File: src/sv/lsr_pkg.sv
package lsr_pkg;

  // Default geometry: source row length and strip length.
  localparam int unsigned SRC_COUNT_DEF = 16;
  localparam int unsigned OUT_COUNT_DEF = 200;

  // Channel and pixel layout (red in the top byte, blue in the bottom byte).
  localparam int unsigned CHAN_W     = 8;
  localparam int unsigned CHAN_COUNT = 3;
  localparam int unsigned PIX_W      = CHAN_W * CHAN_COUNT;

  // Full-scale value of the interpolation fraction.
  localparam int unsigned FRAC_SCALE = 255;

  // Input actions.
  localparam logic ACT_LOAD  = 1'b0;
  localparam logic ACT_FETCH = 1'b1;

endpackage

File: src/sv/led_strip_resampler.sv
// LED strip resampler.
// The input channel (in_valid_i / in_ready_o) carries load and fetch transactions.
// A load writes one source pixel into the row store and finishes in the cycle it is
// accepted; loads whose index is past the row length are dropped. A fetch returns the
// color of one strip position on the output channel (out_valid_o / out_ready_i).
// The cfg_we_i / cfg_wdata_i port sets the mode: tile the row, or stretch it with
// linear interpolation between neighboring source pixels.
// A fetch runs on one shared multiplier under a small sequencer. A division by the row
// or strip length is a reciprocal multiply followed by a remainder step; tiling needs
// one division, stretching a second one for the fraction. Then come three store steps,
// three blend steps, one per channel, and a step that loads the output register.
// The block takes no new transaction until a fetch has loaded the output register.
// The result sits in an output register, so a new transaction is taken while it waits;
// a fetch that finishes while the register is still full holds until the receiver
// takes the older result. Reset clears the mode to tiling and marks every source pixel
// black through per-entry valid bits; no clearing pass is needed.
module led_strip_resampler #(
  parameter int unsigned SRC_COUNT = lsr_pkg::SRC_COUNT_DEF,
  parameter int unsigned OUT_COUNT = lsr_pkg::OUT_COUNT_DEF
) (
  input  logic       clk_i,
  input  logic       rst_ni,
  input  logic       cfg_we_i,
  input  logic       cfg_wdata_i,
  input  logic       in_valid_i,
  output logic       in_ready_o,
  input  logic       action_i,
  input  logic [7:0] index_i,
  input  logic [7:0] red_in_i,
  input  logic [7:0] green_in_i,
  input  logic [7:0] blue_in_i,
  output logic       out_valid_o,
  input  logic       out_ready_i,
  output logic [7:0] strip_position_o,
  output logic [7:0] red_out_o,
  output logic [7:0] green_out_o,
  output logic [7:0] blue_out_o
);

  localparam int unsigned CW  = lsr_pkg::CHAN_W;
  localparam int unsigned PW  = lsr_pkg::PIX_W;
  localparam int unsigned AW  = $clog2(SRC_COUNT);
  localparam int unsigned DW  = $clog2(lsr_pkg::FRAC_SCALE * (OUT_COUNT + SRC_COUNT) + 1);
  localparam int unsigned MAXDEN = (OUT_COUNT > SRC_COUNT) ? OUT_COUNT : SRC_COUNT;
  // Reciprocal shift: exact quotients for every numerator below 2**DW.
  localparam int unsigned RS  = DW + $clog2(MAXDEN);
  localparam int unsigned MW  = RS + 1;

  localparam logic [DW-1:0]  SRC_DW     = DW'(SRC_COUNT);
  localparam logic [DW-1:0]  OUT_DW     = DW'(OUT_COUNT);
  localparam logic [DW-1:0]  SCALE_DW   = DW'(lsr_pkg::FRAC_SCALE);
  localparam logic [MW-1:0]  RECIP_SRC  =
    MW'(((64'd1 << RS) + 64'(SRC_COUNT) - 64'd1) / 64'(SRC_COUNT));
  localparam logic [MW-1:0]  RECIP_OUT  =
    MW'(((64'd1 << RS) + 64'(OUT_COUNT) - 64'd1) / 64'(OUT_COUNT));
  localparam logic [AW-1:0]  LAST_ADDR  = AW'(SRC_COUNT - 1);
  localparam logic [8:0]     SRC_LIMIT  = 9'(SRC_COUNT);
  localparam logic [1:0]     CH_LAST    = 2'(lsr_pkg::CHAN_COUNT - 1);

  localparam logic [3:0] S_IDLE      = 4'd0;
  localparam logic [3:0] S_DIV_SCALE = 4'd1;
  localparam logic [3:0] S_DIV_REM   = 4'd2;
  localparam logic [3:0] S_DIV_FRAC  = 4'd3;
  localparam logic [3:0] S_RD_LOW    = 4'd4;
  localparam logic [3:0] S_RD_NEXT   = 4'd5;
  localparam logic [3:0] S_WAIT      = 4'd6;
  localparam logic [3:0] S_BLEND     = 4'd7;
  localparam logic [3:0] S_DONE      = 4'd8;

  logic [3:0]           state_q, state_d;
  logic                 ext_mode_q, ext_mode_d;
  logic [SRC_COUNT-1:0] valid_q, valid_d;
  logic                 rvalid_q;
  logic [7:0]           idx_q, idx_d;
  logic [DW-1:0]        num_q, num_d;
  logic [DW-1:0]        quot_q, quot_d;
  logic [AW-1:0]        low_q, low_d;
  logic [AW-1:0]        next_q, next_d;
  logic [CW-1:0]        frac_q, frac_d;
  logic [PW-1:0]        pix_a_q, pix_a_d;
  logic [PW-1:0]        pix_b_q, pix_b_d;
  logic [PW-1:0]        res_q, res_d;
  logic [1:0]           ch_q, ch_d;
  logic                 out_valid_q, out_valid_d;
  logic [7:0]           out_pos_q, out_pos_d;
  logic [PW-1:0]        out_pix_q, out_pix_d;

  logic                 ram_we;
  logic [AW-1:0]        ram_raddr;
  logic [PW-1:0]        ram_rdata;
  logic [PW-1:0]        rd_pix;

  // Row store with registered read.
  lsr_ram #(
    .WIDTH(PW),
    .DEPTH(SRC_COUNT)
  ) u_ram (
    .clk_i  (clk_i),
    .we_i   (ram_we),
    .waddr_i(index_i[AW-1:0]),
    .wdata_i({red_in_i, green_in_i, blue_in_i}),
    .raddr_i(ram_raddr),
    .rdata_o(ram_rdata)
  );

  assign ram_raddr = (state_q == S_RD_LOW) ? low_q : next_q;
  // An entry never loaded since reset reads as black.
  assign rd_pix    = rvalid_q ? ram_rdata : '0;

  // Blend operands of the current channel.
  logic [CW-1:0]   ch_a;
  logic [CW-1:0]   ch_b;
  logic            ch_gt;
  logic [CW-1:0]   ch_mag;

  always_comb begin
    ch_a   = pix_a_q[CW-1:0];
    ch_b   = pix_b_q[CW-1:0];
    ch_gt  = (ch_b > ch_a);
    ch_mag = ch_gt ? (ch_b - ch_a) : (ch_a - ch_b);
  end

  // Shared multiplier: reciprocal divisions first, then the channel blends.
  logic [DW-1:0]    mul_a;
  logic [MW-1:0]    mul_b;
  logic [DW+MW-1:0] mul_p;
  logic [DW-1:0]    quot;
  logic [2*CW-1:0]  ch_prod;
  logic [CW-1:0]    ch_res;
  logic [DW-1:0]    div_rem;
  logic [DW-1:0]    frac_num;
  logic [AW-1:0]    low_clamp;
  logic [AW-1:0]    next_sel;

  always_comb begin
    mul_a = DW'(ch_mag);
    mul_b = MW'(frac_q);
    if (state_q == S_DIV_SCALE) begin
      mul_a = num_q;
      mul_b = ext_mode_q ? RECIP_OUT : RECIP_SRC;
    end else if (state_q == S_DIV_FRAC) begin
      mul_a = num_q;
      mul_b = RECIP_OUT;
    end
    mul_p     = {{MW{1'b0}}, mul_a} * {{DW{1'b0}}, mul_b};
    quot      = mul_p[RS +: DW];
    ch_prod   = mul_p[2*CW-1:0];
    ch_res    = ch_gt ? (ch_a + ch_prod[2*CW-1:CW]) : (ch_a - ch_prod[2*CW-1:CW]);
    // Remainder of the registered quotient; scaled by full scale for the fraction.
    div_rem   = num_q - (ext_mode_q ? quot_q * OUT_DW : quot_q * SRC_DW);
    frac_num  = div_rem * SCALE_DW;
    low_clamp = (quot_q >= SRC_DW) ? LAST_ADDR : quot_q[AW-1:0];
    next_sel  = (low_q < LAST_ADDR) ? low_q + 1'b1 : low_q;
  end

  assign in_ready_o = (state_q == S_IDLE);

  // Sequencer.
  always_comb begin
    state_d     = state_q;
    ext_mode_d  = ext_mode_q;
    valid_d     = valid_q;
    idx_d       = idx_q;
    num_d       = num_q;
    quot_d      = quot_q;
    low_d       = low_q;
    next_d      = next_q;
    frac_d      = frac_q;
    pix_a_d     = pix_a_q;
    pix_b_d     = pix_b_q;
    res_d       = res_q;
    ch_d        = ch_q;
    out_valid_d = out_valid_q;
    out_pos_d   = out_pos_q;
    out_pix_d   = out_pix_q;
    ram_we      = 1'b0;

    if (cfg_we_i) begin
      ext_mode_d = cfg_wdata_i;
    end
    if (out_valid_q && out_ready_i) begin
      out_valid_d = 1'b0;
    end

    unique case (state_q)
      S_IDLE: begin
        if (in_valid_i) begin
          idx_d = index_i;
          if (action_i == lsr_pkg::ACT_LOAD) begin
            if ({1'b0, index_i} < SRC_LIMIT) begin
              ram_we                    = 1'b1;
              valid_d[index_i[AW-1:0]]  = 1'b1;
            end
          end else begin
            // Stretch divides idx*SRC by OUT; tiling divides idx by SRC.
            num_d   = ext_mode_q ? DW'(index_i) * SRC_DW : DW'(index_i);
            state_d = S_DIV_SCALE;
          end
        end
      end
      S_DIV_SCALE: begin
        quot_d  = quot;
        state_d = S_DIV_REM;
      end
      S_DIV_REM: begin
        if (ext_mode_q) begin
          // Scaled remainder times full scale, divided again for the fraction.
          low_d   = low_clamp;
          num_d   = frac_num;
          state_d = S_DIV_FRAC;
        end else begin
          low_d   = div_rem[AW-1:0];
          next_d  = div_rem[AW-1:0];
          frac_d  = '0;
          state_d = S_RD_LOW;
        end
      end
      S_DIV_FRAC: begin
        frac_d  = quot[CW-1:0];
        next_d  = next_sel;
        state_d = S_RD_LOW;
      end
      S_RD_LOW: begin
        state_d = S_RD_NEXT;
      end
      S_RD_NEXT: begin
        pix_a_d = rd_pix;
        state_d = S_WAIT;
      end
      S_WAIT: begin
        pix_b_d = rd_pix;
        ch_d    = '0;
        state_d = S_BLEND;
      end
      S_BLEND: begin
        // Blue first; results shift in from the top so red ends in the top byte.
        res_d   = {ch_res, res_q[PW-1:CW]};
        pix_a_d = pix_a_q >> CW;
        pix_b_d = pix_b_q >> CW;
        ch_d    = ch_q + 1'b1;
        if (ch_q == CH_LAST) begin
          state_d = S_DONE;
        end
      end
      S_DONE: begin
        if (!out_valid_q || out_ready_i) begin
          out_valid_d = 1'b1;
          out_pos_d   = idx_q;
          out_pix_d   = res_q;
          state_d     = S_IDLE;
        end
      end
      default: begin
        state_d = S_IDLE;
      end
    endcase
  end

  // Control registers.
  always_ff @(posedge clk_i or negedge rst_ni) begin
    if (!rst_ni) begin
      state_q     <= S_IDLE;
      ext_mode_q  <= 1'b0;
      valid_q     <= '0;
      rvalid_q    <= 1'b0;
      out_valid_q <= 1'b0;
      ch_q        <= '0;
    end else begin
      state_q     <= state_d;
      ext_mode_q  <= ext_mode_d;
      valid_q     <= valid_d;
      rvalid_q    <= valid_q[ram_raddr];
      out_valid_q <= out_valid_d;
      ch_q        <= ch_d;
    end
  end

  // Datapath registers.
  always_ff @(posedge clk_i) begin
    idx_q     <= idx_d;
    num_q     <= num_d;
    quot_q    <= quot_d;
    low_q     <= low_d;
    next_q    <= next_d;
    frac_q    <= frac_d;
    pix_a_q   <= pix_a_d;
    pix_b_q   <= pix_b_d;
    res_q     <= res_d;
    out_pos_q <= out_pos_d;
    out_pix_q <= out_pix_d;
  end

  assign out_valid_o      = out_valid_q;
  assign strip_position_o = out_pos_q;
  assign red_out_o        = out_pix_q[3*CW-1:2*CW];
  assign green_out_o      = out_pix_q[2*CW-1:CW];
  assign blue_out_o       = out_pix_q[CW-1:0];

  // A fetch transaction keeps the input side closed in the following cycle.
  assert property (@(posedge clk_i) disable iff (!rst_ni)
    (in_valid_i && in_ready_o && action_i == lsr_pkg::ACT_FETCH) |=> !in_ready_o)
    else $error("input accepted while a fetch is in progress");

  // The reciprocal quotient leaves a remainder below the divisor.
  assert property (@(posedge clk_i) disable iff (!rst_ni)
    (state_q == S_DIV_REM) |-> (div_rem < (ext_mode_q ? OUT_DW : SRC_DW)))
    else $error("divider remainder out of range");

  // Store addresses lie in the row, and the neighbor is the same or the next pixel.
  assert property (@(posedge clk_i) disable iff (!rst_ni)
    (state_q == S_RD_LOW) |->
      (({1'b0, low_q} < (AW+1)'(SRC_COUNT)) &&
       (next_q == low_q || {1'b0, next_q} == {1'b0, low_q} + 1'b1)))
    else $error("store read address out of range");

  // A load transaction never produces a result.
  assert property (@(posedge clk_i) disable iff (!rst_ni)
    (in_valid_i && in_ready_o && action_i == lsr_pkg::ACT_LOAD && !out_valid_o)
      |=> !out_valid_o)
    else $error("result produced by a load");

endmodule

File: src/sv/lsr_ram.sv
module lsr_ram #(
  parameter int unsigned WIDTH = 24,
  parameter int unsigned DEPTH = 16
) (
  input  logic                     clk_i,
  input  logic                     we_i,
  input  logic [$clog2(DEPTH)-1:0] waddr_i,
  input  logic [WIDTH-1:0]         wdata_i,
  input  logic [$clog2(DEPTH)-1:0] raddr_i,
  output logic [WIDTH-1:0]         rdata_o
);

  logic [WIDTH-1:0] mem_q [DEPTH];
  logic [WIDTH-1:0] rdata_q;

  // Single write port and one registered read port.
  always_ff @(posedge clk_i) begin
    if (we_i) begin
      mem_q[waddr_i] <= wdata_i;
    end
    rdata_q <= mem_q[raddr_i];
  end

  assign rdata_o = rdata_q;

endmodule

File: config.mk
export PLATFORM = sky130hd
export DESIGN_NAME = led_strip_resampler
export DESIGN_NICKNAME = d
export VERILOG_FILES = /design/src/sv/lsr_pkg.sv /design/src/sv/led_strip_resampler.sv /design/src/sv/lsr_ram.sv
export SDC_FILE = /design/constraint.sdc
export NUM_CORES = 1
export LEC_CHECK = 0
export BUFFER_PORTS_ARGS = -buffer_cell sky130_fd_sc_hd__buf_2
export CAP_MARGIN = 10
export CORE_AREA = 2 2 315 317
export CTS_BUF_LIST = sky130_fd_sc_hd__clkbuf_4 sky130_fd_sc_hd__clkbuf_8 sky130_fd_sc_hd__clkbuf_16
export DETAILED_ROUTE_END_ITERATION = 10
export DIE_AREA = 0 0 317 319
export SETUP_SLACK_MARGIN = 0.4
export SLEW_MARGIN = 20
export SYNTH_ARGS = -nofsm -noshare
export SYNTH_HDL_FRONTEND = slang
export SYNTH_SLANG_ARGS = --single-unit
File: constraint.sdc
create_clock -name clk_i -period 18.94 [get_ports clk_i]
set_input_delay 0 -clock clk_i [delete_from_list [all_inputs] [get_ports clk_i]]
set_output_delay 0 -clock clk_i [all_outputs]
set_load 0.05 [all_outputs]
==> metrics.cfg <==
[synth]
synthTopCellsByCount=edfxtp_1 (542), inv_1 (394), ha_1 (226)
syn_avg_cell_area_um2=13.6
yosysWarnings=0
yosysSeqAreaShare=0.512
synthesis.instances=2487
synth_top_area_cell=edfxtp_1
synth_cell_types=77
synth-async-reset-ratio=0.0423
synth_edf_count=542
synth-seq-cells=591
synth-main-ff-cell=edfxtp_1
netlist_area_mm2=0.0339
synthDominantCellAreaShare=0.479
synth_most_common_cell=edfxtp_1
yosys-top-cells-area=edfxtp_1 (48%), fa_1 (13%), ha_1 (8.3%)

[global_route]
grt_max_degree=58
grt.overflow.total=0
track_usage=0.155
grt_pass1_vias=19800
antenna_found_initial=5
grt_pass1_wl_mm=118

[layout]
nNetsFinal=3114
drive_above_1_share=0.142
area_growth_pct=13.3
design_area_mm2=0.0385
seq_area_mm2=0.0174
multi_input_area_mm2=0.0150
fill_cells=9058
final_util=0.394
final_cells=3971

[die]
io_pins=73
core-area_mm2=0.0977
die_x_um=317
chipHeight_um=319
rows=115
start_util=0.347
die-area_mm2=0.101

[setup_path]
timing.rr.start=pix_a_q[0]
crit_path_end_kind=flip-flop
critPathMaxStageDelay_ns=0.69
crit_path_start=pix_a_q[0]
arrival_ns=10.67
reg2reg_depth=39
r2r_end=res_q[23]
crit_type=reg2reg
critPathRequiredTime_ns=19.30
rrSetupSlack_ns=8.62
slowest_stage=a21oi_2
crit_path_max_fanout=17
crit_path_end=res_q[23]
startpoint_type=flip-flop

[place]
gp_congestion=0.862
place_inst=3822
hpwl_mm=53.0
port_buffers=72
place_area_mm2=0.0362

[timing]
tightestPinTransition_ns=1.10
post-route-period-util=0.545
finalClockSkew_ns=0.0585
fin_setup_tns_ns=0
maxSlewHeadroom=0.265
rsz0062_at_grt=no
setup_viol=0
slew_viol_final=0
max_freq_mhz=96.9
min_period_ns=10.32
finalHoldViolCount=0

[clock_network]
root_buffer=clkbuf_16
cts_resized=0
clk_path_buf_depth=3
cts_inserted_buffers=56
cts.clk_slew.worst_paths_ns=0.07
cts_tree=yes
cts_num_sinks=591
cts.repair_timing.setup_buffer_count=0
clkLatencyLatePin_ns=0.65
htreeDepth=2

[detailed_routing]
wl_mm=77.1
drc=0
ant_nets=0
dr.pass1.iters=5
via_per_inst=4.89
drt_iter0_drc=1408
wl_per_cell_um=19.4
vias=19400

[job]
cap_violations=0

[run_status]
outcome=complete, no violations

[hold_path]
min_path_type=in2async

-- cells by family after synthesis --
| logic type | Yosys count | synth area share |
|---|---|---|
| buf+inv | 468 | 0.0529 |
| xor+xnor | 77 | 0.0211 |
| fa+ha+maj | 442 | 0.211 |
| mux | 124 | 0.0739 |
| simple gates | 470 | 0.0673 |
| flops | 591 | 0.512 |
| other cells | 2 | 0.000221 |
| compound gates | 313 | 0.0618 |
-- registers in the layout, indices dropped and copies added (netlist names), 2 cells and up --
name and flops:
u_ram.mem_q 384, ch_q 2, out_pix_q 24, pix_a_q 24, res_q 24, quot_q 14, strip_position_o 8, low_q 4
state_q 4, num_q 16, pix_b_q 24, u_ram.rdata_o 24, next_q 4, frac_q 8, idx_q 8, valid_q 16
-- per-layer routing --
metal	wire [um]	share of wire	track usage
met1	34100	0.44	0.212
met2	37700	0.49	0.258
met3	3510	0.045	0.0227
met4	1710	0.022	0.0362
met5	41	0.00053	0
-- worst min path at each step --
stage                  endpoint  slack, ns   start
floorplan               ch_q[0]      -0.30  rst_ni
global placement     ext_mode_q       0.09  rst_ni
detailed placement   ext_mode_q       0.08  rst_ni
CTS                 valid_q[14]       0.01  rst_ni
global route         valid_q[4]       0.06  rst_ni
finish              valid_q[13]       0.02  rst_ni
-- per-stage QoR --
step	hold slack, ns	worst slack, ns
after floorplan	-0.296	9.96
after global placement	0.0853	8.82
after detailed placement	0.0815	8.73
after CTS	0.0118	8.64
after global routing	0.0585	7.80
final	0.0216	8.62
-- worst max-delay path, delay by kind of cell (launching register included) --
kind	cells	cell delay, ns
DFF	1	0.39
buffers and inverters	7	0.38
and+or+nand+nor	6	1.07
xor gates and xnor gates	4	0.70
adders and majority gates	10	4.08
muxes	2	0.48
AOI/OAI and AO/OA	10	2.89
-- final cells by class --
cell class / count / area share
sequential: 591 / 0.452
clock buffer: 69 / 0.0397
timing repair buffer: 146 / 0.0283
inverter: 396 / 0.0386
multi-input combinational: 1442 / 0.390
clock inverter: 37 / 0.00930
tap: 1287 / 0.0419
antenna: 3 / 0.000195
-- repair_timing --
action	CTS	global route
hold endpoints to repair	441	0
endpoints found under the setup margin	0	0
hold buffers	38	0
-- cells in the final DEF, fill, tap and decap left out, drive strengths merged, types with 11 or more instances in the layout --
cell type | netlist | routed
o21ai | 57 | 57
and2 | 49 | 49
fa | 216 | 216
a211oi | 32 | 32
a21o | 23 | 23
dlygate4sd3 | 0 | 38
nor2 | 123 | 123
nand2b | 14 | 14
a22o | 33 | 33
clkbuf | 49 | 69
o21bai | 12 | 12
buf | 23 | 108
nor3 | 21 | 21
and3 | 20 | 20
nand4 | 11 | 11
a21oi | 79 | 79
xor2 | 23 | 23
clkinv | 2 | 26
nand2 | 138 | 138
mux4 | 100 | 100
mux2i | 21 | 21
dfxtp | 24 | 24
a31oi | 32 | 32
or2 | 30 | 30
edfxtp | 542 | 542
nor2b | 21 | 21
dfrtp | 25 | 25
ha | 226 | 226
nand3 | 21 | 21
xnor2 | 51 | 51
conb | 2 | 16
inv | 394 | 397
Power is left out: the tool's default activity adds up to more than one toggle a clock period on the data nets, which glitch-free logic cannot reach.
